**src/hdl/serial_frame_receiver_macros.svh**
```systemverilog
// serial_frame_receiver_macros.svh: assertion macros for the frame receiver
// used by the datapath; expects clk and rst_n in the including scope
`ifndef SERIAL_FRAME_RECEIVER_MACROS_SVH
`define SERIAL_FRAME_RECEIVER_MACROS_SVH
`ifndef ASSERT_OFF
`define SFR_ASSERT_SAME(lbl, ante, cons, msg) \
  lbl: assert property (@(posedge clk) disable iff (!rst_n) (ante) |-> (cons)) \
    else $error(msg);
`define SFR_ASSERT_NEXT(lbl, ante, cons, msg) \
  lbl: assert property (@(posedge clk) disable iff (!rst_n) (ante) |=> (cons)) \
    else $error(msg);
`else
`define SFR_ASSERT_SAME(lbl, ante, cons, msg)
`define SFR_ASSERT_NEXT(lbl, ante, cons, msg)
`endif
`endif

```
**src/hdl/sfr_pkg.sv**
```systemverilog
// sfr_pkg: types and constants shared by the frame receiver
// no dependencies
package sfr_pkg;

  localparam logic [7:0] START_MARK = 8'hAA;
  localparam logic [7:0] END_MARK = 8'h55;
  localparam int unsigned FRAME_OVERHEAD = 5;
  localparam int unsigned LEN_LO_IDX = 1;
  localparam int unsigned LEN_HI_IDX = 2;
  localparam int unsigned PAYLOAD_START = 3;

  typedef enum logic [2:0] {
    STAT_PAYLOAD  = 3'd0,
    STAT_EMPTY_OK = 3'd1,
    STAT_SUM_ERR  = 3'd2,
    STAT_LEN_ERR  = 3'd3,
    STAT_OVERFLOW = 3'd4
  } sfr_status_t;

  typedef enum logic [1:0] {
    ST_IDLE,
    ST_READ,
    ST_LOAD
  } sfr_state_t;

  // controller to datapath
  typedef struct packed {
    logic take_byte;
    logic emit_payload;
  } sfr_cmd_t;

  // datapath to controller
  typedef struct packed {
    logic out_free;
    logic starts_burst;
    logic last_payload;
  } sfr_stat_t;

endpackage

```
**src/hdl/sfr_ctrl.sv**
```systemverilog
// sfr_ctrl: controller for byte intake and payload burst
// depends on sfr_pkg
module sfr_ctrl import sfr_pkg::*; (
  input  logic      clk,
  input  logic      rst_n,
  input  logic      in_valid,
  output logic      in_ready,
  input  sfr_stat_t stat,
  output sfr_cmd_t  cmd
);

  sfr_state_t state_r, state_nxt;

  always_ff @(posedge clk) begin
    if (!rst_n) begin
      state_r <= ST_IDLE;
    end else begin
      state_r <= state_nxt;
    end
  end

  always_comb begin
    state_nxt        = state_r;
    in_ready         = 1'b0;
    cmd.take_byte    = 1'b0;
    cmd.emit_payload = 1'b0;
    case (state_r)
      ST_IDLE: begin
        in_ready      = stat.out_free;
        cmd.take_byte = in_valid && stat.out_free;
        if (cmd.take_byte && stat.starts_burst) begin
          state_nxt = ST_READ;
        end
      end
      // waits here for the registered store read
      ST_READ: begin
        state_nxt = ST_LOAD;
      end
      ST_LOAD: begin
        if (stat.out_free) begin
          cmd.emit_payload = 1'b1;
          state_nxt = stat.last_payload ? ST_IDLE : ST_READ;
        end
      end
      default: begin
        state_nxt = ST_IDLE;
      end
    endcase
  end

endmodule

```
**config.mk**
```make
export PLATFORM = sky130hd
export DESIGN_NAME = sfr_ctrl
export DESIGN_NICKNAME = d
export VERILOG_FILES = /design/src/hdl/serial_frame_receiver_macros.svh /design/src/hdl/sfr_pkg.sv /design/src/hdl/sfr_ctrl.sv
export SDC_FILE = /design/constraint.sdc
export NUM_CORES = 1
export LEC_CHECK = 0
export BUFFER_PORTS_ARGS = -buffer_cell sky130_fd_sc_hd__buf_4
export CORE_AREA = 8 8 45 47
export CTS_BUF_LIST = sky130_fd_sc_hd__clkbuf_2
export CTS_CLUSTER_DIAMETER = 100
export DETAILED_ROUTE_END_ITERATION = 10
export DIE_AREA = 0 0 53 55
export PLACE_DENSITY = 0.34
export SLEW_MARGIN = 10
export SYNTH_ARGS = -nofsm -noshare
export SYNTH_HDL_FRONTEND = slang
export SYNTH_SLANG_ARGS = --single-unit
```
**constraint.sdc**
```tcl
create_clock -name clk -period 0.9 [get_ports clk]
set_input_delay 0.135 -clock clk [delete_from_list [all_inputs] [get_ports clk]]
set_output_delay 0.135 -clock clk [all_outputs]
set_load 0.05 [all_outputs]
```
After elaboration in Yosys (flattened, before gate mapping)
Cells that the tools add are included.
Widths: inputs -> output; s select.

operators by class
  equal/unequal tests = 4
  multiplexer cells = 8
  reduce and logical (&&, ||, !) cells = 4

operators with widths
  cell                count
  $pmux 2 s3          1
  $mux 1              5
  $mux 2              2
  $ne 2x2->1 const B  2
  $eq 2x1->1 const B  1
  $eq 2x2->1 const B  1
  $logic_and 1x1->1   2
  $logic_not 2->1     1
  $reduce_and 2->1    1

word-level totals
  register bits after elaboration = 2
  bits of input ports = 6

Longest topological paths before layout
  word-level depth = 4
  gate-level depth with buffers = 2
  mapped depth without buffers = 2

Worst setup path before layout
No wires, ideal clock.

  path kind = register to output
  start point = reg state_r[0]
  end point = out cmd[1] in the netlist's numbering
  arrival time = 1564 ps
  data required time = 765 ps
  path slack = -799 ps
  stages on the path, launching flop included = 3
  path through = dfxtp_1 > nor3b_2 > and2_1

RTL lines
  item                    RTL line        source
  from (decl)             sfr_ctrl.sv:12  sfr_state_t state_r, state_nxt;
  from (signal assigned)  sfr_ctrl.sv:18  state_r <= state_nxt;
  to (decl)               sfr_ctrl.sv:9   output sfr_cmd_t cmd

==> summary.md <==
| Metric | Value |
|---|---|
| Combinational Power Share | a little under 30% |
| Rel. slew slack | 90.3% |
| Row cnt | 14 |
| Critical Path AT | 1.01 ns |
| Biggest register | state_r |
| Worst hold path type | in2reg |
| Crit Path Class | reg2out |
| Crit path launch type | register |
| Reg-to-reg endpoint | state_r[1]$_SDFFE_PN0P_ |
| Starting Density | under 10% |
| Maximum clock rate | 0.872 GHz |
| Core area | 0.00138 mm² |
| Max VDD drop | 381 µV |
| Final WL | between 400 and 500 µm |
| Worst Max-Slew Pin Slew | between 0.1 and 0.15 ns |
| Syn-to-layout area delta | 128% |
| Post-synthesis sequential area ratio | 33.0% |
| Mapped Cells | 12 |
| Clock power share | about two fifths |
| R2r setup slk | 0.01 ns |
| Switching pwr | 0.0000945 W |
| Min Clock Period, post-route | between 1 and 1.5 ns |
| Hold Path Sink | state_r[1]$_SDFFE_PN0P_ |
| Max-Cap Viols | 0 |
| Share of power burned in registers | 29.0% |
| TritonCTS clock tree | yes |
| Max-slew violation count | 0 |
| Total die area | 0.00292 mm² |
| Syn nets | 18 |
| CP max FO | 4 |
| Vias per inst | ~3.4 |
| Die height | 55 µm |
| Iter 0 DRT Violations | 1 |
| # port buffers | 8 |
| Width of the die | between 50 and 60 µm |
| Layout Nets | 35 |
| Hold depth | 2 |
| Failing checks | setup timing |
| Critical path required time | 0.76 ns |
| Clock-pin slew on the worst setup and hold paths | 0.03 ns |
| I/O pins | 9 |
| Via Count | 145 |
| LEAKAGE | 0.127 nW |
| GPL Wtd Cong | 0.641 |
| Clk buf depth | 2 |
| Iteration count of the initial detailed-routing pass | 2 |
| Setup Skew | between 0.0005 and 0.0006 ns |
| Synth Area in XOR/XNOR | 0% |
| Drt wl/cell | 9.53 µm |
| GRT Util Overall | between 3 and 4% |
| Util after Layout | 20.0% |
| Synth Area in Adders | 0% |
| Mean Syn Cell Area | between 10 and 15 µm² |
| Seq cells post-synth | 2 |
| CTS root buf | clkbuf_2 |
| Netlist Area Pre-Place | 121 µm² |
| H-tree levels | 1 |
| Largest regs | state_r: 2 flops |
| Final Hold Viols | 0 |
| Final Cycle Share | 127% |
| Total Power | around 0.00033 W |
| Critical Path Sink Type | primary output |
| Max reg flops | 2 |
| Fill count | 164 |
| Post-DP HPWL | 341 µm |
| Status | finished, violations left |
| Switch share | 28.7% |
| Setup ws final | -0.246 ns |
| Worst-skew pair later-pin latency | ~0.19 ns |
| Hold path startpoint | rst_n |
| First-pass GRT wire length | 614 µm |
| Largest net degree at the start of global routing | 5 |
| DRC | 0 |
| Combinational family with the most area after synthesis | simple AND/OR/NAND/NOR gates |
| GRT overflow | 0 |
| Synth unique cells | 9 |
| Initial antenna violation count | 0 |
| Final ANT Viol Nets | 0 |
| Synth Area in Compound Gates | 10.3% |
| RSZ-0062 raised after global routing | yes |
| Number of global-route vias before repair | 141 |
| Post-synthesis mux area share | 0% |
| Reg2Reg Depth | 3 |
| P_int | between 0.0002 and 0.00025 W |
| Layout cells sized above 1 | between 70% and 80% |
| CTS Buf Count | 3 |
| Power Density | ~1200 mW/mm² |
| Diodes inserted | 0 |
| Worst r2r src | state_r[1]$_SDFFE_PN0P_ |
| Simple-Gate Fraction of Synth Area | between 50% and 60% |
| Setup-failing EPs final | 3 |
| # clock sinks | 2 |
| Yosys synthesis warning count | 0 |
==> Yosys cell counts, drive strengths merged <==
master / instances / share of area (%)
dfxtp: 2 / 33
nand3b: 2 / 12
nor3b: 2 / 21
a21oi: 1 / 4.1
and2: 1 / 5.2
and3b: 1 / 8.2
nand2b: 1 / 5.2
nor2b: 1 / 5.2
o21a: 1 / 6.2
==> worst max-delay path: stages, from the launching register on <==
cell and delay (ns):
dfxtp_2 0.33, nor3b_4 0.19, and2_4 0.17, buf_8 0.13
==> cells in the final DEF, fill, tap and decap left out, types with 2 or more instances in the layout <==
cell type	count
buf_4	9
clkbuf_2	3
nand3b_1	2
buf_8	2
dfxtp_2	2
==> power groups by stage <==
stage	logic, W	clock network, W	registers, W
final	0.0000974	0.000137	0.0000956
after global routing	0.000104	0.000166	0.0000956
after CTS	0.0000984	0.000152	0.0000956
after detailed placement	0.0000826	0	0.0000965
after global placement	0.0000821	0	0.0000963
after floorplan	0.0000431	0	0.0000967
==> area by class of cell <==
cell class	count	area [µm²]	area share (%)
Clock buffer	3	15.0	5.43
Multi-Input combinational cell	10	90.1	32.6
Sequential cell	2	42.5	15.4
Tap cell	16	20.0	7.24
Timing Repair Buffer	12	109	39.4
==> metrics by stage <==
step	setup slack [ns]	area [µm²]	setup TNS, ns	std cells	hold slack, ns
floorplan	-0.437	131	-0.517	12	0.252
global placement	-0.0795	234	-0.101	39	0.368
detailed placement	-0.0952	234	-0.118	39	0.362
CTS	-0.266	277	-0.662	43	0.148
global route	-0.315	277	-0.812	43	0.164
finish	-0.246	277	-0.601	43	0.169
==> what timing repair did <==
| item | 4_1_cts | 5_1_grt |
|---|---|---|
| hold buffers | 0 | 0 |
| resized for setup | 6 | 0 |
| cloned | 0 | 0 |
| pin swaps | 2 | 1 |
| setup buffers | 1 | 0 |
| endpoints found under the setup margin | 3 | 4 |
==> worst max-delay path by stage <==
stage                             from     end  slack [ns]  cells past startpoint
2_1_floorplan  state_r[1]$_SDFFE_PN0P_  cmd[1]       -0.44                      2
3_3_place_gp   state_r[1]$_SDFFE_PN0P_  cmd[1]       -0.08                      3
3_5_place_dp   state_r[1]$_SDFFE_PN0P_  cmd[1]        -0.1                      3
4_1_cts        state_r[0]$_SDFFE_PN0P_  cmd[1]       -0.27                      3
5_1_grt        state_r[1]$_SDFFE_PN0P_  cmd[1]       -0.31                      3
6_report       state_r[1]$_SDFFE_PN0P_  cmd[1]       -0.25                      3
==> kinds of logic (layout without fill, tap and decap cells) <==
| group | count (synthesis) | count (layout) |
|---|---|---|
| AO/OA/AOI/OAI | 2 | 2 |
| buffers and inverters | 0 | 15 |
| flip-flops | 2 | 2 |
| AND/OR/NAND/NOR | 8 | 8 |
==> per-layer routing <==
layer  vias to the layer above  GRT usage (%)  part of all wire, %
li1                         75              -                    -
met1                        61           3.18                   48
met2                         9           3.71                   34
met3                         0           3.48                   18
met4                         0           3.88                    0
met5                         -              0                    0
(Power assumes the default switching activity.)
