<file path="src/hdl/serial_frame_receiver_macros.svh">
// serial_frame_receiver_macros.svh: assertion macros for the frame receiver
// used by the datapath; expects clk and rst_n in the including scope
`ifndef SERIAL_FRAME_RECEIVER_MACROS_SVH
`define SERIAL_FRAME_RECEIVER_MACROS_SVH
`ifndef ASSERT_OFF
`define SFR_ASSERT_SAME(lbl, ante, cons, msg) \
  lbl: assert property (@(posedge clk) disable iff (!rst_n) (ante) |-> (cons)) \
    else $error(msg);
`define SFR_ASSERT_NEXT(lbl, ante, cons, msg) \
  lbl: assert property (@(posedge clk) disable iff (!rst_n) (ante) |=> (cons)) \
    else $error(msg);
`else
`define SFR_ASSERT_SAME(lbl, ante, cons, msg)
`define SFR_ASSERT_NEXT(lbl, ante, cons, msg)
`endif
`endif

</file>
<file path="src/hdl/sfr_pkg.sv">
// sfr_pkg: types and constants shared by the frame receiver
// no dependencies
package sfr_pkg;

  localparam logic [7:0] START_MARK = 8'hAA;
  localparam logic [7:0] END_MARK = 8'h55;
  localparam int unsigned FRAME_OVERHEAD = 5;
  localparam int unsigned LEN_LO_IDX = 1;
  localparam int unsigned LEN_HI_IDX = 2;
  localparam int unsigned PAYLOAD_START = 3;

  typedef enum logic [2:0] {
    STAT_PAYLOAD  = 3'd0,
    STAT_EMPTY_OK = 3'd1,
    STAT_SUM_ERR  = 3'd2,
    STAT_LEN_ERR  = 3'd3,
    STAT_OVERFLOW = 3'd4
  } sfr_status_t;

  typedef enum logic [1:0] {
    ST_IDLE,
    ST_READ,
    ST_LOAD
  } sfr_state_t;

  // controller to datapath
  typedef struct packed {
    logic take_byte;
    logic emit_payload;
  } sfr_cmd_t;

  // datapath to controller
  typedef struct packed {
    logic out_free;
    logic starts_burst;
    logic last_payload;
  } sfr_stat_t;

endpackage

</file>
<file path="src/hdl/sfr_datapath.sv">
// sfr_datapath: fill count, frame store, length and checksum tracking, output register
// depends on sfr_pkg and serial_frame_receiver_macros.svh
`include "serial_frame_receiver_macros.svh"
module sfr_datapath import sfr_pkg::*; #(
  parameter int FRAME_BYTES = 64
) (
  input  logic        clk,
  input  logic        rst_n,
  input  sfr_cmd_t    cmd,
  output sfr_stat_t   stat,
  input  logic [7:0]  in_byte,
  output logic        out_valid,
  input  logic        out_ready,
  output sfr_status_t out_status,
  output logic [7:0]  out_byte,
  output logic        out_last
);

  localparam int CW = $clog2(FRAME_BYTES + 1);
  localparam int AW = $clog2(FRAME_BYTES);

  logic [7:0]    store_mem [FRAME_BYTES];

  logic [CW-1:0] fill_r, fill_nxt;
  logic [15:0]   len_r;
  logic [7:0]    prev_r;
  logic [7:0]    sum_r;
  logic [AW-1:0] rd_ptr_r;
  logic [AW-1:0] remain_r;
  logic [7:0]    rd_data_r;

  logic          out_valid_r;
  sfr_status_t   out_status_r;
  logic [7:0]    out_byte_r;
  logic          out_last_r;

  logic          idle_byte, full, storing, closing, len_ok, sum_ok, len_zero;
  logic [CW-1:0] fill_inc;

  assign idle_byte = (fill_r == '0) && (in_byte != START_MARK);
  assign full      = (fill_r == CW'(FRAME_BYTES));
  assign fill_inc  = fill_r + CW'(1);
  assign storing   = !idle_byte && !full;
  assign closing   = storing && (in_byte == END_MARK) && (fill_inc >= CW'(FRAME_OVERHEAD));
  assign len_ok    = ({1'b0, len_r} + 17'(FRAME_OVERHEAD)) == 17'(fill_inc);
  // prev_r holds the checksum byte, sum_r the payload sum ahead of it
  assign sum_ok    = (sum_r == prev_r);
  assign len_zero  = (len_r == '0);

  assign stat.out_free     = !out_valid_r || out_ready;
  assign stat.starts_burst = closing && len_ok && sum_ok && !len_zero;
  assign stat.last_payload = (remain_r == AW'(1));

  always_comb begin
    fill_nxt = fill_r;
    if (cmd.take_byte) begin
      if (full || closing) begin
        fill_nxt = '0;
      end else if (storing) begin
        fill_nxt = fill_inc;
      end
    end
  end

  always_ff @(posedge clk) begin
    if (!rst_n) begin
      fill_r <= '0;
    end else begin
      fill_r <= fill_nxt;
    end
  end

  always_ff @(posedge clk) begin
    if (cmd.take_byte && storing) begin
      store_mem[fill_r[AW-1:0]] <= in_byte;
    end
    rd_data_r <= store_mem[rd_ptr_r];
  end

  always_ff @(posedge clk) begin
    if (cmd.take_byte && storing) begin
      prev_r <= in_byte;
      if (fill_r == '0) begin
        sum_r <= '0;
      end else if (fill_r >= CW'(PAYLOAD_START + 1)) begin
        sum_r <= sum_r + prev_r;
      end
      if (fill_r == CW'(LEN_LO_IDX)) begin
        len_r[7:0] <= in_byte;
      end
      if (fill_r == CW'(LEN_HI_IDX)) begin
        len_r[15:8] <= in_byte;
      end
    end
    if (cmd.take_byte && stat.starts_burst) begin
      rd_ptr_r <= AW'(PAYLOAD_START);
      remain_r <= len_r[AW-1:0];
    end else if (cmd.emit_payload) begin
      rd_ptr_r <= rd_ptr_r + AW'(1);
      remain_r <= remain_r - AW'(1);
    end
  end

  // single results go straight to the output register at the byte's transaction
  always_ff @(posedge clk) begin
    if (!rst_n) begin
      out_valid_r <= 1'b0;
    end else if (cmd.emit_payload || (cmd.take_byte && (full || closing) &&
                                      !stat.starts_burst)) begin
      out_valid_r <= 1'b1;
    end else if (out_ready) begin
      out_valid_r <= 1'b0;
    end
  end

  always_ff @(posedge clk) begin
    if (cmd.emit_payload) begin
      out_status_r <= STAT_PAYLOAD;
      out_byte_r   <= rd_data_r;
      out_last_r   <= stat.last_payload;
    end else if (cmd.take_byte && (full || closing)) begin
      out_byte_r <= '0;
      out_last_r <= 1'b1;
      if (full) begin
        out_status_r <= STAT_OVERFLOW;
      end else if (!len_ok) begin
        out_status_r <= STAT_LEN_ERR;
      end else if (!sum_ok) begin
        out_status_r <= STAT_SUM_ERR;
      end else begin
        out_status_r <= STAT_EMPTY_OK;
      end
    end
  end

  assign out_valid  = out_valid_r;
  assign out_status = out_status_r;
  assign out_byte   = out_byte_r;
  assign out_last   = out_last_r;

  `SFR_ASSERT_SAME(a_fill_range, 1'b1, fill_r <= CW'(FRAME_BYTES), "fill count past store size")
  `SFR_ASSERT_SAME(a_cmd_excl, cmd.emit_payload, !cmd.take_byte, "byte taken during burst")
  `SFR_ASSERT_SAME(a_emit_remain, cmd.emit_payload, remain_r != '0, "payload emitted past length")
  `SFR_ASSERT_NEXT(a_close_clears, cmd.take_byte && (closing || full), fill_r == '0, "frame not closed")

endmodule

</file>
<file path="config.mk">
export PLATFORM = sky130hd
export DESIGN_NAME = sfr_datapath
export DESIGN_NICKNAME = d
export VERILOG_FILES = /design/src/hdl/sfr_pkg.sv /design/src/hdl/sfr_datapath.sv
export VERILOG_INCLUDE_DIRS = /design/src /design/src/hdl
export SDC_FILE = /design/constraint.sdc
export NUM_CORES = 1
export LEC_CHECK = 0
export BUFFER_PORTS_ARGS = -buffer_cell sky130_fd_sc_hd__buf_2
export CAP_MARGIN = 10
export CORE_UTILIZATION = 40
export DETAILED_ROUTE_END_ITERATION = 8
export PLACE_DENSITY_LB_ADDON = 0.15
export SYNTH_ARGS = -nofsm -noshare
export SYNTH_HDL_FRONTEND = slang
export SYNTH_SLANG_ARGS = --single-unit
</file>
<file path="constraint.sdc">
create_clock -name clk -period 3.4 [get_ports clk]
set_input_delay 0.34 -clock clk [delete_from_list [all_inputs] [get_ports clk]]
set_output_delay 0.34 -clock clk [all_outputs]
set_load 0.01 [all_outputs]
</file>
After elaboration in Yosys (flattened, before gate mapping):

Memory sizes are Yosys's and may differ from the RTL's. A register that Yosys moved wholly into a read port is not among the register bits.
Index checks and enable logic that the tools add are counted.

* flip-flop bits (word level): 64
* bits in writable memories: 512
* input port bits: 13
* output and inout port bits: 16
* word-level logic and storage cells: 73
* memories kept: 1

* add/subtract/negate cells: 5
* order comparisons: 2
* equality and inequality tests: 8
* mux-type cells: 16
* reductions and logical operators: 30

Memory list
* store_mem: words 64, bits a word 8, read ports 1, clocked after memory_dff 1, wr ports 1, RTL line sfr_datapath.sv:22 `logic [7:0] store_mem [FRAME_BYTES];`

Operators by type and width (number)
* $mux W8: 3
* $add A16 B3 Y17 const B: 1
* $eq A17 B7 Y1: 1
* $logic_not A16 Y1: 1
* $ge A7 B3 Y1 const B: 2
* $mux W7: 2
* $mux W6: 2
* $logic_and A1 B1 Y1: 11
* $reduce_bool A2 Y1: 5
* $add A8 B8 Y8: 1
* $eq A8 B7 Y1 const B: 1
* $eq A8 B8 Y1: 1
* $ne A8 B8 Y1 const B: 1
* $reduce_and A2 Y1: 4
* $add A7 B1 Y7 const B: 1
* $eq A7 B1 Y1 const B: 1
* $eq A7 B2 Y1 const B: 1
* $eq A7 B7 Y1 const B: 1
* $logic_not A7 Y1: 1
* $add A6 B1 Y6 const B: 1
* $eq A6 B1 Y1 const B: 1
* $mux W1: 6
* $sub A6 B1 Y6 const B: 1
* $logic_not A1 Y1: 5
* 3 further kinds: 6

Depth between registers and ports, before layout:

* depth after elaboration: 13
* mapped depth: 10
* depth with buffers taken out: 10

Worst setup path after synthesis:

No wires, ideal clock.

* path type: reg-to-reg
* start point: reg prev_r[4]
* end point: reg remain_r[4] (data pin)
* setup time: 0.262 ns
* data arrival time: 2.494 ns
* required time: 3.138 ns
* slack: 0.643 ns
* stages on the path, launching flop included: 10
* path buffers: 1
* clock period less this slack: 2.757 ns
* cell sequence: edfxtp_1 ha_1 or4_1 nor3_2 nand2_1 nor3b_1 o2111ai_1 nor3_2 buf_6 mux2_1

* word-level cells in the longest chain between the ends: 5

RTL lines
* from (decl): RTL line sfr_datapath.sv:26 `logic [7:0] prev_r;`
* from (signal assigned): RTL line sfr_datapath.sv:82 `prev_r <= in_byte;`
* $eq A8 B8 Y1: RTL line sfr_datapath.sv:47 `assign sum_ok = (sum_r == prev_r);`
* $logic_and A1 B1 Y1 (2 in a row): RTL line sfr_datapath.sv:51 `assign stat.starts_burst = closing && len_ok && sum_ok && !len_zero;`
* $logic_and A1 B1 Y1: RTL line sfr_datapath.sv:95 `if (cmd.take_byte && stat.starts_burst) begin`
* $mux W6: RTL line sfr_datapath.sv:95
* to (signal assigned): RTL line sfr_datapath.sv:97 `remain_r <= len_r[AW-1:0];`
* to (signal assigned): RTL line sfr_datapath.sv:100 `remain_r <= remain_r - AW'(1);`
* to (decl): RTL line sfr_datapath.sv:29 `logic [AW-1:0] remain_r;`

Every way passes these cells.
A chain may end at the register's enable or synchronous reset.

==> impl_metrics.env <==
export IMPL_outcome="finished clean"
export IMPL_cts_buffers=60
export IMPL_ys_warn_count=0
export IMPL_drc=0
export IMPL_synth_edf_count=559
export IMPL_power_leakage_nw=8.86
export IMPL_grt_usage=0.192
export IMPL_rows=88
export IMPL_path_common_cell="or4_4"
export IMPL_ys_seq_elements=584
export IMPL_worst_ep_required_time_ps=3060
export IMPL_ir_worst_vdd_v=0.000399
export IMPL_setup_viol=0
export IMPL_io_buffers=28
export IMPL_max_freq_ghz=0.300
export IMPL_dp_hpwl_microns=35900
export IMPL_yosys_area_top_type="edfxtp_1"
export IMPL_crit_path_max_incr_delay_ps=560
export IMPL_drt_iter0_markers=815
export IMPL_end_kind="output port"
export IMPL_antenna_cells=0
export IMPL_maxSlewViolCount=0
export IMPL_via_per_inst=5.41
export IMPL_cts_reportedPaths_clkPinSlew_ps=60
export IMPL_slowest_stage="or4_4"
export IMPL_antenna_found_initial=1
export IMPL_fp_dieW_microns=244
export IMPL_drive_gt1_frac=0.332
export IMPL_io_pins=29
export IMPL_vias=11500
export IMPL_drt_wl_total_microns=55900
export IMPL_cts_root_buf="clkbuf_16"
export IMPL_grt_start_max_net_pins=68
export IMPL_cts_sinks=584
export IMPL_antenna_left=0
export IMPL_dieArea_sq_mm=0.0595
export IMPL_wire_per_inst_microns=26.3
export IMPL_ys_types=54
export IMPL_grt_pass1_wl_microns=82600
export IMPL_path_class="reg -> out"
export IMPL_synth_cells=1140
export IMPL_worstPathArrival_ps=2990
export IMPL_path_cells="ha_1 -> or4_4 -> nor3_4 -> nand2_1 -> or4_4 -> nor2_1 -> buf_2"
export IMPL_syn_avg_cell_area_sq_um=20.5
export IMPL_synth_ff_type="edfxtp_1"
export IMPL_die_h_microns=244
export IMPL_insertion_delay_ps=630
export IMPL_final_min_clock_period_ps=3330
export IMPL_syn_num_nets=1170
export IMPL_grt_pass1_vias=11800
export IMPL_period_share=0.979
export IMPL_cp_max_fo=2
export IMPL_core_sq_mm=0.0578
export IMPL_yosysTopAreaCellShare=0.717
export IMPL_hold_viol_final=0
export IMPL_min_path_type="in -> reg"
export IMPL_cts_tree="built"
export IMPL_initial_core_util=0.405
export IMPL_synth_seq_area_share=0.739
export IMPL_cp_num_buf_inv=1
export IMPL_area_growth_pct=17.2
export IMPL_firstDrtPassIters=5
export IMPL_gp_congestion=0.854
export IMPL_fin_util=0.475
export IMPL_cap_violations=0
export IMPL_final_nets=1335
export IMPL_worst_pin_slew_ps=797
export IMPL_skew_ps=21.5
export IMPL_synth_area_leaders="edfxtp_1 (72%), mux4_2 (16%), dfxtp_1 (2.1%), nor2_1 (1.6%), ha_1 (0.86%)"
export IMPL_slew_headroom=0.468
export IMPL_whs_ps=37.8
export IMPL_cellPowerDensity_mw_per_mm2=720
export IMPL_htree_levels=2
export IMPL_netlist_area_sq_mm=0.0234
export IMPL_startpoint_type="flip-flop"
export IMPL_ys_async_sr_fraction=0
export IMPL_clockBufferDepth=3
export IMPL_grt_ovfl_total=0
export IMPL_critical_path_top_delay_family="simple AND/OR/NAND/NOR gates"
[sequential cells by signal, indices dropped and copies added (netlist names)]
| signal | flops |
|---|---|
| fill_r | 7 |
| sum_r | 8 |
| rd_data_r | 8 |
| out_byte | 8 |
| len_r | 16 |
| out_status | 3 |
| store_mem | 512 |
| out_valid | 1 |
| out_last | 1 |
| rd_ptr_r | 6 |
| prev_r | 8 |
| remain_r | 6 |
[cells in the mapped netlist, drive strengths merged (2+ instances only)]
library cell,instances
inv,18
clkbuf,27
or2,2
dfxtp,25
xor2,13
and3,7
o2111ai,2
mux2,4
o21bai,2
nor3b,3
a311oi,4
nor4,4
a21oi,14
nand4,10
xnor2,20
a41oi,2
nor3,10
mux4,168
and2,9
nand2,24
o211ai,2
o21ai,8
nor2,100
nand3b,3
a22oi,4
mux2i,6
nor4bb,3
ha,16
o2bb2ai,2
nand4b,2
nor2b,5
edfxtp,559
or4,4
a21o,2
buf,29
nand3,9
or3,4
nand2b,8
[cells by family (layout without fill, tap and decap cells)]
kind of cell,after synthesis,count (layout),synth area share
compound gates,45,45,0.0139
xor+xnor,33,33,0.0130
fa+ha+maj,17,17,0.00941
buf+inv,74,289,0.0150
flops,584,584,0.739
mux,178,178,0.166
simple gates,209,209,0.0440
[metal layers]
metal  wire, microns  global-route usage  vias to the layer above
met2           27600               0.314                      219
met3            2330              0.0264                       70
li1                -                   -                     5006
met4             942              0.0480                        0
met5               0                   0                        -
met1           25000               0.272                     6182
[where the power goes]
group          switching [mW]  internal (mW)
clock network            2.78           3.94
logic                    2.33           2.46
registers               0.234           8.02
total                    5.34           14.4
[metrics by stage]
stage / cell area (sq um) / total power [mW] / setup slack, ps / setup TNS [ps] / std cells
global placement: 25300 / 13.3 / 430 / 0 / 1999
CTS: 27300 / 20.0 / 27.2 / 0 / 2112
finish: 27400 / 19.8 / 71.8 / 0 / 2120
detailed placement: 25300 / 13.3 / 394 / 0 / 1999
global route: 27400 / 20.4 / -40.0 / -40.0 / 2120
floorplan: 23400 / 11.4 / 643 / 0 / 1140
[worst reg2reg max path, delay by kind of cell (launching register included)]
family	cells	cell delay (ps)
and+or+nand+nor	5	1300
DFF	1	370
adders and majority gates	1	330
muxes	1	320
buffers and inverters	1	190
AOI/OAI and AO/OA	1	180
[area by class of cell]
cell class,count,area [sq um]
multi-input cells,482,5860
inverters,18,71.3
clock buffers,70,1550
fillers,4785,30400
well taps,765,957
repair buffers,159,1240
flip-flops and latches,584,17300
clock inverters,42,455
[layout by cell type (no fill, tap or decap), types with 11 or more instances in the layout]
master     instances
dfxtp_1           19
ha_1              11
buf_4            122
mux4_2           168
xnor2_1           17
inv_1             16
nor2_1           100
buf_2             28
xor2_1            12
a21oi_1           13
nand2_1           24
edfxtp_1         559
clkinv_2          16
clkbuf_16         60
[timing repair]
| action | CTS | global route |
|---|---|---|
| setup buffers | 1 | 8 |
| hold buffers | 0 | 0 |
| gates resized for setup | 6 | 12 |
| pin swaps | 1 | 2 |
| setup endpoints to repair | 1 | 1 |
[worst paths after layout]
check	to	slack, ps	startpoint	cells past startpoint
max	stat[1]	70	prev_r[0]	7
min	out_status[2]	40	cmd[1]	3
max reg2reg	remain_r[2]	470	prev_r[0]	9
min reg2reg	out_status[1]	470	out_status[1]	1
Note: power is estimated with default switching activity, not from simulation.
